[config.mk]
export PLATFORM = sky130hd
export DESIGN_NAME = i8mm_serial_mul
export DESIGN_NICKNAME = d
export VERILOG_FILES = /design/src/hdl/i8mm_pkg.sv /design/src/hdl/i8mm_serial_mul.sv
export SDC_FILE = /design/constraint.sdc
export NUM_CORES = 1
export LEC_CHECK = 0
export ABC_CLOCK_PERIOD_IN_PS = 4100
export BUFFER_PORTS_ARGS = -buffer_cell sky130_fd_sc_hd__buf_2
export CAP_MARGIN = 20
export CORE_UTILIZATION = 58
export CTS_CLUSTER_DIAMETER = 150
export DETAILED_ROUTE_END_ITERATION = 7
export PLACE_DENSITY = 0.77
export SLEW_MARGIN = 20
export SYNTH_ARGS = -nofsm -noshare
export SYNTH_HDL_FRONTEND = slang
export SYNTH_SLANG_ARGS = --single-unit
[constraint.sdc]
create_clock -name clk_i -period 4.1 [get_ports clk_i]
set_input_delay 0.615 -clock clk_i [delete_from_list [all_inputs] [get_ports clk_i]]
set_output_delay 0.615 -clock clk_i [all_outputs]
set_load 0.02 [all_outputs]
[src/hdl/i8mm_pkg.sv]
`timescale 1ns / 1ps
`default_nettype none
package i8mm_pkg;

  // default capacity of the weight store
  localparam int unsigned MAX_K_DEF = 256;
  localparam int unsigned MAX_N_DEF = 16;

  // element and product widths
  localparam int unsigned VALUE_W = 8;
  localparam int unsigned PROD_W  = 2 * VALUE_W;
  localparam int unsigned SUM_W   = 32;
  localparam int unsigned ROW_W   = 16;
  localparam int unsigned COL_W   = 4;

  // configuration port
  localparam int unsigned CFG_IDX_W  = 2;
  localparam int unsigned CFG_DATA_W = 9;
  localparam int unsigned DEPTH_K_W  = 9;
  localparam int unsigned COUNT_N_W  = 5;

  localparam logic [CFG_IDX_W-1:0] REG_DEPTH_K = 2'd0;
  localparam logic [CFG_IDX_W-1:0] REG_COUNT_N = 2'd1;

  // request opcodes
  localparam logic OP_LOAD_B   = 1'b0;
  localparam logic OP_STREAM_A = 1'b1;

endpackage
`default_nettype wire

[src/hdl/i8mm_serial_mul.sv]
`timescale 1ns / 1ps
`default_nettype none
module i8mm_serial_mul (
  input  wire logic                                 clk_i,
  input  wire logic                                 rst_ni,
  input  wire logic                                 start_i,
  input  wire logic signed [i8mm_pkg::VALUE_W-1:0]  a_i,
  input  wire logic signed [i8mm_pkg::VALUE_W-1:0]  b_i,
  output logic                                      done_o,
  output logic signed [i8mm_pkg::PROD_W-1:0]        prod_o
);
  import i8mm_pkg::*;

  localparam int unsigned CW = $clog2(VALUE_W);

  logic               run_q;
  logic [CW-1:0]      cnt_q;
  logic [PROD_W-1:0]  mcand_q;
  logic [VALUE_W-1:0] mplier_q;
  logic [PROD_W-1:0]  prod_q;
  logic               last_step;

  assign last_step = (cnt_q == CW'(VALUE_W - 1));
  assign done_o    = run_q & last_step;
  assign prod_o    = prod_q;

  // control: one multiplier bit per cycle
  always_ff @(posedge clk_i or negedge rst_ni) begin
    if (!rst_ni) begin
      run_q <= 1'b0;
      cnt_q <= '0;
    end else if (start_i) begin
      run_q <= 1'b1;
      cnt_q <= '0;
    end else if (run_q) begin
      cnt_q <= cnt_q + 1'b1;
      if (last_step) run_q <= 1'b0;
    end
  end

  // shift-add datapath, sign bit carries negative weight
  always_ff @(posedge clk_i) begin
    if (start_i) begin
      mcand_q  <= PROD_W'(a_i);
      mplier_q <= b_i;
      prod_q   <= '0;
    end else if (run_q) begin
      mcand_q  <= mcand_q << 1;
      mplier_q <= mplier_q >> 1;
      if (mplier_q[0]) begin
        if (last_step) prod_q <= prod_q - mcand_q;
        else           prod_q <= prod_q + mcand_q;
      end
    end
  end

endmodule
`default_nettype wire

* Yosys cells after proc, flatten, opt, wreduce, memory -nomap -nowiden
Cells that the tools add are included.
** Operators by class
- $add $sub $neg :: 3
- $mul :: 0
- Div/mod/pow operators :: 0
- Order comparisons :: 0
- Equal/unequal tests :: 1
- Shift-type cells :: 0
- Muxes and demuxes :: 10
- Bitwise operators :: 1
- Reductions and logical operators :: 2
** Operator list (count)
- $mux W16 :: 3
- $add A16 B16 Y16 :: 1
- $mux W8 :: 2
- $sub A16 B16 Y16 :: 1
- $mux W3 :: 2
- $add A3 B1 Y3 const B :: 1
- $eq A3 B3 Y1 const B :: 1
- $mux W1 :: 3
- $reduce_and A2 Y1 :: 1
- $reduce_bool A2 Y1 :: 1
- $and A1 B1 Y1 :: 1
** Storage, ports and cells
- Bits in registers :: 44
- Latch bits :: 0
- Bits in writable memories :: 0
- Memory bits (read-only) :: 0
- Output and inout bits :: 17
- Memories :: 0

* Longest topological paths before layout
- Word-level depth :: 4
- Mapped depth :: 14
- Gate-level depth less buffers :: 13

* Least setup slack after synthesis
No wires, ideal clock.
- Path kind :: register to register
- From :: reg cnt_q[0]
- To :: reg prod_q[15], in the netlist prod_o[15]
- Library setup time :: 0.064 ns
- Arrival :: 3.011 ns
- Setup slack :: 1.025 ns
- Stages on the path, launching flop included :: 14
- Buffers on the path :: 2
- Clock period less this slack :: 3.075 ns
- Cell sequence :: dfrtp_1 ha_1 ha_1 clkbuf_1 clkbuf_1 nor2_1 xnor2_1 ha_1 nand4_1 a21oi_1 o211ai_1 o21ai_0 mux2_2 nand4_1
** On the way
- Cells in the longest elaborated chain, start to end :: 2
** RTL lines
- start, declared :: line i8mm_serial_mul.sv:17 : logic [CW-1:0] cnt_q;
- start signal, assigned :: line i8mm_serial_mul.sv:36 : cnt_q <= cnt_q + 1'b1;
- $eq A3 B3 Y1 :: line i8mm_serial_mul.sv:23 : assign last_step = (cnt_q == CW'(VALUE_W - 1));
- $mux W16 :: line i8mm_serial_mul.sv:51 : if (last_step) prod_q <= prod_q - mcand_q;
- end signal, assigned :: line i8mm_serial_mul.sv:51
- end signal, assigned :: line i8mm_serial_mul.sv:52 : else prod_q <= prod_q + mcand_q;
- end, declared :: line i8mm_serial_mul.sv:20 : logic [PROD_W-1:0] prod_q;
Every way passes these cells.
A chain may end at the register's enable or synchronous reset.

* Worst setup path after layout
- From :: reg mcand_q[0]
- To :: reg prod_q[15], in the netlist prod_o[15]
** On the way
- Cells in the longest elaborated chain, start to end :: 2
** RTL lines
- start, declared :: line i8mm_serial_mul.sv:18 : logic [PROD_W-1:0] mcand_q;
- start signal, assigned :: line i8mm_serial_mul.sv:44 : mcand_q <= PROD_W'(a_i);
- start signal, assigned :: line i8mm_serial_mul.sv:48 : mcand_q <= mcand_q << 1;
- $add A16 B16 Y16 or $sub A16 B16 Y16 (tied branches) :: line i8mm_serial_mul.sv:52, i8mm_serial_mul.sv:51
- $mux W16 (*) :: line i8mm_serial_mul.sv:51
Mark *: on every way between the ends. The rest lies on a longest branch, timed or not.

==> results by group <==
Synth
  • Async SR Flop Fraction: 0.0909
  • Cell variety after synth: 56
  • Mapped Area: 0.00288 mm2
  • Syn Nets: 339
  • Yosys warning total: 0
  • Synth cell count leaders: 25 x nand2_1, 24 x edfxtp_1, 22 x a21oi_1, 21 x inv_1, 19 x o21ai_0
  • Area leader, netlist: edfxtp_1
  • EDFF count, synth: 24
  • Synth top area share: 0.251
  • Gate Count Post-Synth: 301
  • Sequential share of the synthesized area: 0.397
  • FF+latch count, synth: 44
  • Count leader, synth: nand2_1
  • Syn avg cell area: 9.56 um2
  • Primary FF master, synth: edfxtp_1
  • Top post-synthesis cells by area: edfxtp_1 25%, dfxtp_1 11%, ha_1 7.8%

Clock tree
  • CTS resizes: 0
  • Num CTS Buffers: 5
  • CTS H-tree depth: 2
  • Clk_lat worst skew: approximately 0.30 ns
  • Root buffer cell: clkbuf_8
  • Clock sinks: 44
  • CTS tree: yes
  • CTS clk-pin slew, worst paths: 0.09 ns
  • Hold-fix buffers, CTS: 0
  • Clk buf depth: 2
  • Setup Fix Bufs, Post-CTS: 0

Critical path
  • CP required: 4.28 ns
  • Worst-path maximum fanout: 6
  • Startpoint Class: flip-flop
  • Crit Path Category: flip-flop to flip-flop
  • Worst R2R Path Depth: 13
  • Worst Path Arrival: 3.69 ns
  • Element type at the critical path end: flip-flop

Timing
  • Skew final: 0.00307 ns
  • Final hold vios: 0
  • Setup-failing EPs final: 0
  • Post-route clock period utilization: 0.855
  • Tmin final: 3.50 ns
  • Max Transition Viols Final: 0
  • Worst-Margin Slew: 0.901 ns
  • Peak Freq: 0.285 GHz
  • Max_slew headroom: 0.399
  • Setup TNS: 0 ns
  • RSZ-0062 raised after global routing: no

Global routing
  • Number of global-route vias before repair: 2067
  • Gr usage total: 0.240
  • Initial antenna violation count: 0
  • Largest net degree at the start of global routing: 53
  • First-pass GRT wire length: 9.75 mm
  • Global route overflow: 0

Layout
  • Antenna cells: 0
  • Layout area overhead: 9.83%
  • Fillers: between 400 and 500
  • Layout Cells excl Fill: 398
  • Final layout net count: 368
  • Share of cells above drive strength 1: 0.193

Floorplanning
  • DIE HEIGHT: 72.4 um
  • CORE AREA: 0.00475 mm2
  • Die ar.: 0.00525 mm2
  • IO Pins: 36
  • Die W: 72.4 um
  • Initial Utilization: 0.605
  • Site Rows: 25

Pwr
  • Switch Pwr: about 0.56 mW
  • Sequential power share: 0.408
  • Power share of the combinational group: 0.404
  • Int Power: 0.904 mW
  • Sw Share: 0.383
  • Clock network power share: 0.189
  • VDD IR-drop max: 287 uV
  • Pwr per Cell Area: 464 mW/mm2
  • Leak: ~1.4 nW

Min path
  • HP Class: input pin to async pin

Detailed routing
  • First DRT Iteration DRCs: 155
  • # DRC: 0
  • Post-Route WL: around 5.7 mm
  • Vias per cell: 5.79
  • Per-cell routed wire length: 14.3 um
  • Post-route ant nets: 0
  • Drt first pass iters: 4
  • Total number of vias: roughly 2300

Placed design
  • HPWL Detailed: ~4.2 mm
  • Placed Instances: 390
  • Placer congestion estimate: between 0.9 and 1
  • PortBufs: 35

Job
  • Max Cap Viol: 0

Run status
  • Status: finished, final reports clean
## worst max-delay path: stages (launching register included)
cell      delay (ns)
edfxtp_1        0.47
inv_1           0.14
ha_1            0.18
nand2b_1        0.10
nor3_1          0.39
a41oi_1         0.19
xnor2_1         0.16
ha_1            0.35
a21oi_1         0.27
o21ai_0         0.17
a211oi_1        0.31
o21ai_0         0.25
a221oi_2        0.29
nand4_1         0.12
## area by class of cell
type | count | area [um2] | area share
clock buffers | 6 | 72.6 | 0.0230
clock inverters | 2 | 16.3 | 0.00515
multi-input cells | 221 | 1580 | 0.500
inverters | 22 | 82.6 | 0.0261
flip-flops and latches | 44 | 1140 | 0.361
well taps | 67 | 83.8 | 0.0265
repair buffers | 36 | 183 | 0.0578
## cells by family (layout without fill, tap and decap cells)
logic type / count (synthesis) / count (layout) / synth area share
and+or+nand+nor: 88 / 88 / 0.167
buffers and inverters: 36 / 66 / 0.0539
AOI/OAI and AO/OA: 77 / 77 / 0.172
xor gates and xnor gates: 21 / 21 / 0.0639
muxes: 16 / 16 / 0.0609
adders and majority gates: 19 / 19 / 0.0853
DFF: 44 / 44 / 0.397
## state kept, by name (all words and copies together), names as in the netlist
register	count
cnt_q	3
run_q	1
mcand_q	16
mplier_q	8
prod_o	16
## layout by cell type, fill, tap and decap left out, drive strengths merged, types with 2 or more instances in the layout
cell | Yosys | final
and3b | 2 | 2
clkbuf | 13 | 6
a32oi | 2 | 2
dfrtp | 4 | 4
o211ai | 3 | 3
nor2 | 18 | 18
nand2 | 25 | 25
a21oi | 22 | 22
nor3 | 8 | 8
nor4b | 2 | 2
o21ai | 21 | 21
and3 | 2 | 2
xnor2 | 18 | 18
nand2b | 2 | 2
mux2 | 12 | 12
or4 | 4 | 4
a21boi | 2 | 2
xor2 | 3 | 3
dfxtp | 16 | 16
ha | 18 | 18
nand3 | 5 | 5
clkinv | 1 | 2
inv | 21 | 21
nand4 | 6 | 6
a21o | 6 | 6
buf | 1 | 36
mux2i | 4 | 4
a211oi | 3 | 3
nand3b | 2 | 2
a41oi | 3 | 3
o21bai | 2 | 2
edfxtp | 24 | 24
or3 | 4 | 4
a31oi | 3 | 3
and2 | 4 | 4
## layer usage
metal	vias up	track usage	routed length [um]	part of all wire
met5	-	0	0	0
met4	0	0.0959	127	0.022
met3	12	0.0514	314	0.055
met2	66	0.354	2530	0.44
met1	1066	0.344	2740	0.48
li1	1160	-	-	-
## final timing paths
path / from / endpoint / slack [ns]
min in group clk_i: prod_o[3] / prod_o[3] / 0.48
setup / recovery: mcand_q[0] / prod_o[15] / 0.60
setup reg to reg: mcand_q[0] / prod_o[15] / 0.60
max in group asynchronous: rst_ni / run_q / 3.89
hold reg to reg: prod_o[3] / prod_o[3] / 0.48
hold / removal: rst_ni / cnt_q[2] / 0.1
## through the flow
stage	cell area, um2	setup slack, ns	hold slack (ns)	power [mW]	utilization
6_report	3160	0.595	0.0978	1.46	0.664
5_1_grt	3160	0.241	0.0973	1.57	0.664
4_1_cts	3160	0.621	0.0896	1.47	0.664
3_5_place_dp	3070	0.666	0.424	1.19	0.646
3_3_place_gp	3070	0.757	0.423	1.18	0.646
2_1_floorplan	2880	1.02	0.319	1.05	-
## power groups by stage
stage / clock, mW / sequential [mW] / combinational [mW]
floorplan: 0 / 0.644 / 0.409
global placement: 0 / 0.604 / 0.573
detailed placement: 0 / 0.606 / 0.583
CTS: 0.287 / 0.597 / 0.586
global route: 0.300 / 0.607 / 0.661
finish: 0.277 / 0.597 / 0.591
No activity file was read; power rests on OpenSTA's default activity.
